--- src/ddrbc_pkg.sv ---
// Shared constants, codes and small functions for the differential-drive ramp/brake controller.
// Depends on nothing; the controller top level imports it.
`default_nettype none

package ddrbc_pkg;

    // Stream payload widths, padded to whole bytes.
    localparam int IN_TDATA_W  = 40;
    localparam int OUT_TDATA_W = 40;

    // Field widths.
    localparam int GEAR_W  = 2;
    localparam int ANGLE_W = 8;
    localparam int POWER_W = 7;
    localparam int ECHO_W  = 15;
    localparam int DUTY_W  = 8;
    localparam int MODE_W  = 2;
    localparam int DIST_W  = 17;

    // Configuration port.
    localparam int CFG_INDEX_W = 2;
    localparam int CFG_DATA_W  = 9;
    localparam int STOP_W      = 9;
    localparam int STEP_W      = 8;

    localparam logic [CFG_INDEX_W-1:0] REG_STOP_DISTANCE = 2'd0;
    localparam logic [CFG_INDEX_W-1:0] REG_ACCEL_STEP    = 2'd1;
    localparam logic [CFG_INDEX_W-1:0] REG_BRAKE_STEP    = 2'd2;

    localparam logic [STOP_W-1:0] STOP_RESET  = 9'd20;
    localparam logic [STEP_W-1:0] ACCEL_RESET = 8'd5;
    localparam logic [STEP_W-1:0] BRAKE_RESET = 8'd10;

    // Gear codes.
    localparam logic [GEAR_W-1:0] GEAR_NEUTRAL = 2'd0;
    localparam logic [GEAR_W-1:0] GEAR_DRIVE   = 2'd1;
    localparam logic [GEAR_W-1:0] GEAR_SPORT   = 2'd2;
    localparam logic [GEAR_W-1:0] GEAR_REVERSE = 2'd3;

    // H-bridge modes.
    localparam logic [MODE_W-1:0] MODE_COAST   = 2'd0;
    localparam logic [MODE_W-1:0] MODE_FORWARD = 2'd1;
    localparam logic [MODE_W-1:0] MODE_REVERSE = 2'd2;
    localparam logic [MODE_W-1:0] MODE_BRAKE   = 2'd3;

    // Echo handling.
    localparam logic [ECHO_W-1:0] ECHO_LIMIT_US    = 15'd25000;
    localparam logic [DIST_W-1:0] TIMEOUT_CENTI_CM = 17'd99900;
    localparam logic [STOP_W:0]   TIMEOUT_CM       = 10'd999;

    // Reciprocal for echo/10: exact for every 15-bit echo value.
    localparam int QUOT_W      = 12;
    localparam int DIV10_SHIFT = 18;
    localparam logic [ECHO_W-1:0] DIV10_MUL = 15'd26215;

    // Steering scale (90 - |angle|) / 90.
    localparam int MAG_W     = 7;
    localparam int ANGLE_MAX = 90;

    // Integer part of 17*r/10 for a remainder r of 0..9.
    function automatic logic [3:0] dist_frac(input logic [3:0] r);
        logic [3:0] f;
        unique case (r)
            4'd0:    f = 4'd0;
            4'd1:    f = 4'd1;
            4'd2:    f = 4'd3;
            4'd3:    f = 4'd5;
            4'd4:    f = 4'd6;
            4'd5:    f = 4'd8;
            4'd6:    f = 4'd10;
            4'd7:    f = 4'd11;
            4'd8:    f = 4'd13;
            4'd9:    f = 4'd15;
            default: f = 4'd0;
        endcase
        return f;
    endfunction

endpackage

`default_nettype wire

--- src/diff_drive_ramp_brake_controller_unit.sv ---
// Differential-drive motor controller with power ramp and ultrasonic obstacle brake.
// Three-stage stream pipeline; uses ddrbc_pkg for codes, widths and the distance table.
// An accepted item reaches m_tvalid through the stage 1, stage 2 and output registers.
// Throughput: one item per cycle while m_tready is high; the ramp register closes its loop
// in the middle stage. Config is always ready; new ramp steps also act on accepted items.
// Reset (aresetn low, synchronous) empties the pipeline, clears the ramp, restores defaults.
`default_nettype none

module diff_drive_ramp_brake_controller_unit #(
    parameter int PWM_MAX = 255
) (
    input  wire  logic                                aclk,
    input  wire  logic                                aresetn,
    // Input items.
    input  wire  logic                                s_tvalid,
    output logic                                      s_tready,
    // s_tdata fields from bit 0: gear[1:0], safety_on[2], steer_angle[10:3],
    // power_request[17:11], echo_us[32:18], zero padding[39:33].
    input  wire  logic [ddrbc_pkg::IN_TDATA_W-1:0]    s_tdata,
    // Result items.
    output logic                                      m_tvalid,
    input  wire  logic                                m_tready,
    // m_tdata fields from bit 0: left_pwm[7:0], right_pwm[15:8], bridge_mode[17:16],
    // emergency[18], distance_centi_cm[35:19], zero padding[39:36].
    output logic [ddrbc_pkg::OUT_TDATA_W-1:0]         m_tdata,
    // Configuration writes.
    input  wire  logic                                cfg_valid,
    output logic                                      cfg_ready,
    input  wire  logic [ddrbc_pkg::CFG_INDEX_W-1:0]   cfg_index,
    input  wire  logic [ddrbc_pkg::CFG_DATA_W-1:0]    cfg_data
);
    import ddrbc_pkg::*;

    // Width of the ramp state and of the coefficient for the steering scale.
    localparam int PW  = $clog2(PWM_MAX + 1);
    localparam int CK  = PW + 7;
    localparam int SW  = ((PW > STEP_W) ? PW : STEP_W) + 1;
    localparam int XW  = (PW > DUTY_W) ? PW : DUTY_W;
    localparam int MW  = PW + CK;
    localparam int NUM_POWER = 1 << POWER_W;

    // Configuration registers.
    logic [STOP_W-1:0] stop_reg;
    logic [STEP_W-1:0] accel_reg;
    logic [STEP_W-1:0] brake_reg;

    assign cfg_ready = 1'b1;

    always_ff @(posedge aclk) begin
        if (!aresetn) begin
            stop_reg  <= STOP_RESET;
            accel_reg <= ACCEL_RESET;
            brake_reg <= BRAKE_RESET;
        end else if (cfg_valid && cfg_ready) begin
            unique case (cfg_index)
                REG_STOP_DISTANCE: stop_reg  <= cfg_data[STOP_W-1:0];
                REG_ACCEL_STEP:    accel_reg <= cfg_data[STEP_W-1:0];
                REG_BRAKE_STEP:    brake_reg <= cfg_data[STEP_W-1:0];
                default: ;
            endcase
        end
    end

    // Constant table of the drive target power*PWM_MAX/100, saturated at PWM_MAX.
    logic [PW-1:0] tgt_tab [NUM_POWER];
    for (genvar gi = 0; gi < NUM_POWER; gi++) begin : g_tgt
        localparam int unsigned TV = (gi * PWM_MAX) / 100;
        assign tgt_tab[gi] = (TV > PWM_MAX) ? PW'(PWM_MAX) : PW'(TV);
    end

    // Constant table of ceil((90-mag)*2^CK/90); a straight-ahead angle needs no scaling.
    logic [CK-1:0] coef_tab [ANGLE_MAX + 1];
    for (genvar gj = 0; gj <= ANGLE_MAX; gj++) begin : g_coef
        localparam longint unsigned CV =
            ((longint'(ANGLE_MAX - gj) << CK) + longint'(ANGLE_MAX - 1)) / ANGLE_MAX;
        assign coef_tab[gj] = (gj == 0) ? '0 : CK'(CV);
    end

    // Pipeline handshake: each stage moves when the one after it has room.
    logic s1_valid_reg, s2_valid_reg, m_valid_reg;
    logic adv_out, adv_s2;

    assign adv_out  = !m_valid_reg || m_tready;
    assign adv_s2   = !s2_valid_reg || adv_out;
    assign s_tready = !s1_valid_reg || adv_s2;
    assign m_tvalid = m_valid_reg;

    // Unpack the input item.
    logic [GEAR_W-1:0]         in_gear;
    logic                      in_safety;
    logic signed [ANGLE_W-1:0] in_angle;
    logic [POWER_W-1:0]        in_power;
    logic [ECHO_W-1:0]         in_echo;

    assign in_gear   = s_tdata[1:0];
    assign in_safety = s_tdata[2];
    assign in_angle  = s_tdata[10:3];
    assign in_power  = s_tdata[17:11];
    assign in_echo   = s_tdata[32:18];

    // Front end: echo timeout, obstacle test, echo/10 and the saturated angle magnitude.
    logic                  in_timeout;
    logic [18:0]           echo_x17;
    logic [18:0]           stop_x1000;
    logic                  in_obstacle;
    logic [2*ECHO_W-1:0]   q_prod;
    logic [QUOT_W-1:0]     in_quot;
    logic [15:0]           rem_full;
    logic [MAG_W-1:0]      in_mag;
    logic                  ang_hi, ang_lo;

    assign in_timeout  = (in_echo == '0) || (in_echo > ECHO_LIMIT_US);
    assign echo_x17    = {in_echo, 4'b0000} + 19'(in_echo);
    assign stop_x1000  = 19'(stop_reg) * 19'd1000;
    assign in_obstacle = in_timeout ? (TIMEOUT_CM < 10'(stop_reg)) : (echo_x17 < stop_x1000);
    assign q_prod      = (2*ECHO_W)'(in_echo) * (2*ECHO_W)'(DIV10_MUL);
    assign in_quot     = q_prod[DIV10_SHIFT +: QUOT_W];
    assign rem_full    = 16'(in_echo) - ({in_quot, 3'b000} + {3'b000, in_quot, 1'b0});

    assign ang_hi = in_angle > 8'sd90;
    assign ang_lo = in_angle < -8'sd90;
    always_comb begin
        if (ang_hi || ang_lo) begin
            in_mag = MAG_W'(ANGLE_MAX);
        end else if (in_angle < 0) begin
            in_mag = MAG_W'(-in_angle);
        end else begin
            in_mag = MAG_W'(in_angle);
        end
    end

    // Stage 1 registers.
    logic [GEAR_W-1:0] s1_gear_reg;
    logic              s1_safety_reg;
    logic              s1_obstacle_reg;
    logic              s1_timeout_reg;
    logic [PW-1:0]     s1_target_reg;
    logic [QUOT_W-1:0] s1_quot_reg;
    logic [3:0]        s1_rem_reg;
    logic [CK-1:0]     s1_coef_reg;
    logic              s1_pos_reg;
    logic              s1_neg_reg;

    always_ff @(posedge aclk) begin
        if (!aresetn) begin
            s1_valid_reg <= 1'b0;
        end else if (s_tready) begin
            s1_valid_reg <= s_tvalid;
        end
    end

    always_ff @(posedge aclk) begin
        if (s_tvalid && s_tready) begin
            s1_gear_reg     <= in_gear;
            s1_safety_reg   <= in_safety;
            s1_obstacle_reg <= in_obstacle;
            s1_timeout_reg  <= in_timeout;
            s1_target_reg   <= tgt_tab[in_power];
            s1_quot_reg     <= in_quot;
            s1_rem_reg      <= rem_full[3:0];
            s1_coef_reg     <= coef_tab[in_mag];
            s1_pos_reg      <= in_angle > 0;
            s1_neg_reg      <= in_angle < 0;
        end
    end

    // Ramp: brake, coast, jump or step toward the target and clamp to 0..PWM_MAX.
    logic [PW-1:0]     ramped_reg, ramped_next;
    logic [MODE_W-1:0] mode_next;
    logic              emerg_next;
    logic [SW-1:0]     ramp_up, ramp_down;
    logic              down_floor;
    logic [DIST_W-1:0] dist_next;

    assign ramp_up    = SW'(ramped_reg) + SW'(accel_reg);
    assign ramp_down  = SW'(ramped_reg) - SW'(brake_reg);
    assign down_floor = SW'(ramped_reg) < SW'(brake_reg);
    assign emerg_next = s1_safety_reg && s1_obstacle_reg &&
                        ((s1_gear_reg == GEAR_DRIVE) || (s1_gear_reg == GEAR_SPORT));

    always_comb begin
        ramped_next = ramped_reg;
        mode_next   = MODE_FORWARD;
        if (emerg_next) begin
            ramped_next = '0;
            mode_next   = MODE_BRAKE;
        end else if (s1_gear_reg == GEAR_NEUTRAL) begin
            ramped_next = '0;
            mode_next   = MODE_COAST;
        end else if (s1_gear_reg == GEAR_SPORT) begin
            ramped_next = s1_target_reg;
        end else begin
            if (ramped_reg < s1_target_reg) begin
                ramped_next = (ramp_up > SW'(PWM_MAX)) ? PW'(PWM_MAX) : ramp_up[PW-1:0];
            end else if (ramped_reg > s1_target_reg) begin
                ramped_next = down_floor ? '0 : ramp_down[PW-1:0];
            end
            if (s1_gear_reg == GEAR_REVERSE) begin
                mode_next = MODE_REVERSE;
            end
        end
    end

    // Distance in hundredths of a cm: 17*(echo/10) plus the remainder's share.
    assign dist_next = s1_timeout_reg ? TIMEOUT_CENTI_CM :
                       ({s1_quot_reg, 4'b0000} + DIST_W'(s1_quot_reg) +
                        DIST_W'(dist_frac(s1_rem_reg)));

    always_ff @(posedge aclk) begin
        if (!aresetn) begin
            ramped_reg <= '0;
        end else if (s1_valid_reg && adv_s2) begin
            ramped_reg <= ramped_next;
        end
    end

    // Stage 2 registers.
    logic [PW-1:0]     s2_power_reg;
    logic [CK-1:0]     s2_coef_reg;
    logic              s2_scale_left_reg;
    logic              s2_scale_right_reg;
    logic [MODE_W-1:0] s2_mode_reg;
    logic              s2_emerg_reg;
    logic [DIST_W-1:0] s2_dist_reg;

    always_ff @(posedge aclk) begin
        if (!aresetn) begin
            s2_valid_reg <= 1'b0;
        end else if (adv_s2) begin
            s2_valid_reg <= s1_valid_reg;
        end
    end

    always_ff @(posedge aclk) begin
        if (s1_valid_reg && adv_s2) begin
            s2_power_reg       <= ramped_next;
            s2_coef_reg        <= s1_coef_reg;
            s2_scale_left_reg  <= s1_neg_reg;
            s2_scale_right_reg <= s1_pos_reg;
            s2_mode_reg        <= mode_next;
            s2_emerg_reg       <= emerg_next;
            s2_dist_reg        <= dist_next;
        end
    end

    // Inner wheel scale: power*(90-|angle|)/90 as one multiply by a reciprocal.
    logic [MW-1:0] scale_prod;
    logic [PW-1:0] scaled;
    logic [XW-1:0] left_x, right_x;

    assign scale_prod = MW'(s2_power_reg) * MW'(s2_coef_reg);
    assign scaled     = scale_prod[MW-1:CK];
    assign left_x     = XW'(s2_scale_left_reg ? scaled : s2_power_reg);
    assign right_x    = XW'(s2_scale_right_reg ? scaled : s2_power_reg);

    // Output register.
    logic [OUT_TDATA_W-1:0] m_tdata_reg;

    always_ff @(posedge aclk) begin
        if (!aresetn) begin
            m_valid_reg <= 1'b0;
        end else if (adv_out) begin
            m_valid_reg <= s2_valid_reg;
        end
    end

    always_ff @(posedge aclk) begin
        if (s2_valid_reg && adv_out) begin
            m_tdata_reg <= {4'b0000, s2_dist_reg, s2_emerg_reg, s2_mode_reg,
                            right_x[DUTY_W-1:0], left_x[DUTY_W-1:0]};
        end
    end

    assign m_tdata = m_tdata_reg;

endmodule

`default_nettype wire
--- config.mk ---
export PLATFORM = sky130hd
export DESIGN_NAME = diff_drive_ramp_brake_controller_unit
export DESIGN_NICKNAME = d
export VERILOG_FILES = /design/src/ddrbc_pkg.sv /design/src/diff_drive_ramp_brake_controller_unit.sv
export SDC_FILE = /design/constraint.sdc
export NUM_CORES = 1
export LEC_CHECK = 0
export BUFFER_PORTS_ARGS = -buffer_cell sky130_fd_sc_hd__buf_2
export CAP_MARGIN = 20
export CORE_MARGIN = 10
export CORE_UTILIZATION = 55
export DETAILED_ROUTE_END_ITERATION = 8
export PLACE_DENSITY = 0.78
export SLEW_MARGIN = 10
export SYNTH_ARGS = -nofsm -noshare
export SYNTH_HDL_FRONTEND = slang
export SYNTH_SLANG_ARGS = --single-unit
--- constraint.sdc ---
create_clock -name aclk -period 9.3 [get_ports aclk]
set_input_delay 1.395 -clock aclk [delete_from_list [all_inputs] [get_ports aclk]]
set_output_delay 1.395 -clock aclk [all_outputs]
set_load 0.01 [all_outputs]
# Yosys cells after proc, flatten, opt, wreduce, memory -nomap -nowiden
# Memories as Yosys holds them, arrays and structs flattened. A register that Yosys moved wholly into a read port is not among the register bits.
# Cells that the tools add are included.
# Widths: inputs -> output; s select.
dict set report word_totals {
  register_bits 140
  rom_bits 3008
  in_bits 56
  out_inout_bits 43
  elab_cells 91
  memories 3
}
# name words word_bits read_ports rd_clocked_by_memory_dff write_ports line_no
set memory_table {}
lappend memory_table {{(name not given)} 128 15 1 1 0 diff_drive_ramp_brake_controller_unit.sv:161} ;# s1_coef_reg <= coef_tab[in_mag];
lappend memory_table {{(name not given)} 128 8 1 1 0 diff_drive_ramp_brake_controller_unit.sv:158} ;# s1_target_reg <= tgt_tab[in_power];
lappend memory_table {{(name not given)} 16 4 1 1 0 ddrbc_pkg.sv:63} ;# unique case (r)
dict set report op_classes {
  addsub 8
  mul 3
  n_lt_le_gt_ge 11
  eq_ne 5
  muxes 16
  bitwise 2
  reduce_logical 20
}
# cell count
set ops {}
lappend ops {{$mux 8} 9}
lappend ops {{$mul 15x15->30 const B} 1}
lappend ops {{$mul 8x15->23} 1}
lappend ops {{$add 19x15->19} 1}
lappend ops {{$lt 19x19->1} 1}
lappend ops {{$add 16x12->17} 1}
lappend ops {{$add 17x4->17} 1}
lappend ops {{$lt 8x8->1} 2}
lappend ops {{$mul 9x7->16 const B} 1}
lappend ops {{$not 7->8} 2}
lappend ops {{$gt 15x15->1 const B} 1}
lappend ops {{$logic_not 15->1} 1}
lappend ops {{$mux 7} 2}
lappend ops {{$lt 10x9->1 const A} 1}
lappend ops {{$add 8x8->9} 1}
lappend ops {{$gt 9x8->1 const B} 1}
lappend ops {{$gt 8x1->1 const B} 1}
lappend ops {{$gt 8x8->1} 1}
lappend ops {{$gt 8x8->1 const B} 1}
lappend ops {{$lt 8x1->1 const B} 1}
lappend ops {{$lt 8x8->1 const B} 1}
lappend ops {{$sub 8x8->8} 1}
lappend ops {{$neg 7->7} 1}
lappend ops {{$eq 2x2->1 const B} 3}
lappend ops {{other kinds (11)} 28}

# Logic depth before layout (Yosys ltp)
dict set report depth {
  word_depth 7
  ltp_mapped 27
  depth_no_buf 27
}

# Worst setup path before layout
# OpenSTA, ideal clock, no wires.
dict set report synth_path {
  path_type {input -> register}
  startpoint {in s_tdata[29] in the netlist's numbering}
  endpoint {reg with a tool-made name}
  arrival_time_ns 6.945
  required_time_ns 9.172
  setup_slack_ns 2.227
  stages 25
  path_cell_list {inv_1 fa_1 inv_1 ha_1 inv_1 fa_1 inv_1 fa_1 fa_1 inv_1 fa_1 inv_1 ha_1 a21o_1 nor3_1 o311ai_2 xor2_1 ha_1 xnor2_1 mux2i_1 nor2_1 a21oi_1 nor2_1 mux2i_1 o211ai_1}
}
# item line_no
set synth_lines {}
lappend synth_lines {{from (decl)} diff_drive_ramp_brake_controller_unit.sv:19} ;# input wire logic [ddrbc_pkg::IN_TDATA_W-1:0] s_tdata,

==> impl_results.md <==
- Final wirelength: 47100 um
- Crit path DAT: 7.91 ns
- Post-CTS setup buffer count: 0
- Worst slew pin tran: around 1.0 ns
- Via count: 15500
- F_max: between 100 and 150 MHz
- Die Y: 213 um
- Iter 0 DRT Violations: 1239
- CP endpoint kind: register
- Largest area contributor in the synthesized netlist: ha_1
- Final #Nets: 2738
- Num rows: 70
- All-layer global routing usage: 21.2%
- Synth top cells by count: 314 x ha_1, 304 x inv_1, 193 x nand2_1, 177 x fa_1, 127 x edfxtp_1
- Initial antenna violation count: 1
- Required time worst endpoint: 9.63 ns
- First-pass GRT wire length: 78400 um
- Register bit count reported by yosys: 167
- CTS tree: done
- Crit path from: s_tdata[20]
- # hold bufs at CTS: 0
- Top_reg_cell synth: edfxtp_1
- Max Cap Viol: 0
- Reg-to-reg endpoint: m_tdata[5]$_DFFE_PP_
- Average wire per standard cell: around 18 um
- Max reg flops: 36
- Final period util: 81.5%
- Skew-Pair Late Insertion Delay: 0.46 ns
- # H-tree levels: 4
- Filler cells: 3096
- HPWL after DPL: 36900 um
- Register area share after synthesis: 22.6%
- 1st-pass router iterations: 6
- Crit path kind: primary input to register
- Syn avg cell area: 9.47 um2
- HP Class: register to register
- Synth cell types: 89
- Clock Skew: 0.0186 ns
- Area Growth Syn to Fin: 6.69%
- Slew Viols, Final: 0
- Largest net degree at the start of global routing: between 50 and 60
- R2r startpoint: s2_power_reg[6]$_DFFE_PP_
- Num ports: 99
- Vias in the first global route: roughly 16000
- Top cells by area, synth: ha_1 19%, edfxtp_1 19%, fa_1 17%
- Total gr overflow: 0
- R2R depth: 15
- Final Util: 59.5%
- Die Wd: 213 um
- Fin worst setup slack: 1.72 ns
- Die ar.: approximately 0.045 mm2
- DR vias/cell: 5.79
- Post-Syn Area: 0.0204 mm2
- CTS root buffer: clkbuf_16
- Power per cell area: between 200 and 300 mW/mm2
- DRC Markers: 0
- CTS Buf Count: 17
- Clk sink count: 167
- Worst-path clk slew: 0.09 ns
- Share of post-route cells with drive strength above 1: 8.17%
- Largest buffer count on any clock path: 2
- Final setup TNS: 0 ns
- Final setup viols: 0
- Pleak: 10.4 nW
- I/O Buffers: 86
- CP max FO: 11
- CP startpoint kind: primary input
- Top-count cell post-synth: ha_1
- Cells after Synth: 2156
- Worst vdd ir: 0.500 mV
- Post-layout min period: 7.58 ns
- Async SR Flop Fraction: 0%
- Worst slew margin: 32.7%
- Post-CTS sizing: 0
- Footprint of the multi-input gates: 0.0143 mm2
- RSZ-0062 raised after global routing: false
- Antenna viol nets, final: 0
- Worst slack, placed: 1.28 ns
- Synth warnings: 0
- RD Place Congestion: 0.945
- Flop2flop setup slack: ~3.7 ns
- Starting Density: ~56%
- Core footprint: 0.0366 mm2
- Sequential standard cell area: 0.00461 mm2
- Status: complete, no violations
- Post-synth EDFFs: 127
- Final Hold Viols: 0
- Top-area cell type share of the netlist area: approximately a fifth
[layout by cell type (no fill, tap or decap), drive strengths merged, types with 17 or more instances in the layout]
cell type,n
o21ai,83
a31oi,20
and2,55
nand3,26
nand2b,24
a21o,31
edfxtp,127
xnor2,57
inv,314
nor2b,43
xor2,41
o211ai,24
dfxtp,40
buf,95
a211oi,29
a21oi,105
mux2i,24
fa,177
nor2,120
clkbuf,17
nand2,195
ha,314
nor3,31
[cell families (layout without fill, tap and decap cells)]
family,after synthesis,count (layout),synth area share [%]
DFF,167,167,22.6
adders and majority gates,491,491,36.6
muxes,39,39,2.00
and+or+nand+nor,549,549,12.9
xor gates and xnor gates,99,99,4.55
other,2,6,0.0368
buffers and inverters,388,433,7.39
AOI/OAI and AO/OA,421,421,13.9
[metal layers]
layer	track usage, %	vias up	part of all wire [%]
li1	-	7426	-
met1	27.3	7499	44
met2	36.4	473	49
met3	3.42	74	5.9
met4	5.56	0	2.0
met5	0	-	0
[stage by stage]
stage / cell area, um2 / total power (W) / hold WS (ns) / std cells
floorplan: 20400 / 0.00434 / 0.400 / 2159
global placement: 21200 / 0.00506 / 0.401 / 2638
detailed placement: 21200 / 0.00524 / 0.405 / 2639
CTS: 21800 / 0.00599 / 0.409 / 2671
global route: 21800 / 0.00654 / 0.418 / 2673
finish: 21800 / 0.00597 / 0.412 / 2673
[worst max-delay path, cell delays in order]
cell and delay, ns:
buf_2 0.29, inv_1 0.21, ha_1 0.40, xor2_1 0.17
ha_1 0.32, fa_1 0.52, fa_1 0.52, fa_1 0.56
inv_1 0.06, fa_1 0.50, inv_1 0.04, ha_1 0.29
nand3_1 0.09, nor2_1 0.14, o2111ai_1 0.17, o311ai_2 0.40
xor2_1 0.27, ha_1 0.31, xnor2_1 0.18, mux2i_1 0.42
nor2_1 0.13, a21oi_1 0.21, nor2_1 0.06, mux2i_1 0.14
o211ai_1 0.11
[power by group]
| part | leakage (nW) | total, W | switching, W | internal, W |
|---|---|---|---|---|
| combinational | 8.60 | 0.00410 | 0.00230 | 0.00180 |
| clock | 0.288 | 0.000711 | 0.000349 | 0.000362 |
| sequential | 1.52 | 0.00115 | 0.0000829 | 0.00107 |
[area by class of cell]
| class | instances | share of cell area (%) |
|---|---|---|
| Multi-Input combinational cell | 1604 | 65.8 |
| Sequential cell | 167 | 21.2 |
| Inverter | 306 | 5.27 |
| Tap cell | 468 | 2.69 |
| Timing Repair Buffer | 95 | 2.34 |
| Clock buffer | 17 | 1.95 |
| Clock inverter | 15 | 0.770 |
| Antenna cell | 1 | 0.0115 |
[worst min-delay path by stage]
stage / start / to / cells after the start
floorplan: s2_mode_reg[0]$_SDFFCE_PP1P_ / m_tdata[16]$_DFFE_PP_ / 0
global placement: s1_coef_reg[13]$_DFFE_PP_ / s2_coef_reg[13]$_DFFE_PP_ / 0
detailed placement: s2_dist_reg[15]$_SDFFCE_PP1P_ / m_tdata[34]$_DFFE_PP_ / 0
CTS: s2_mode_reg[0]$_SDFFCE_PP1P_ / m_tdata[16]$_DFFE_PP_ / 0
global route: s1_coef_reg[4]$_DFFE_PP_ / s2_coef_reg[4]$_DFFE_PP_ / 0
finish: s1_coef_reg[7]$_DFFE_PP_ / s2_coef_reg[7]$_DFFE_PP_ / 0
Note: power is estimated with default switching activity, not from simulation.
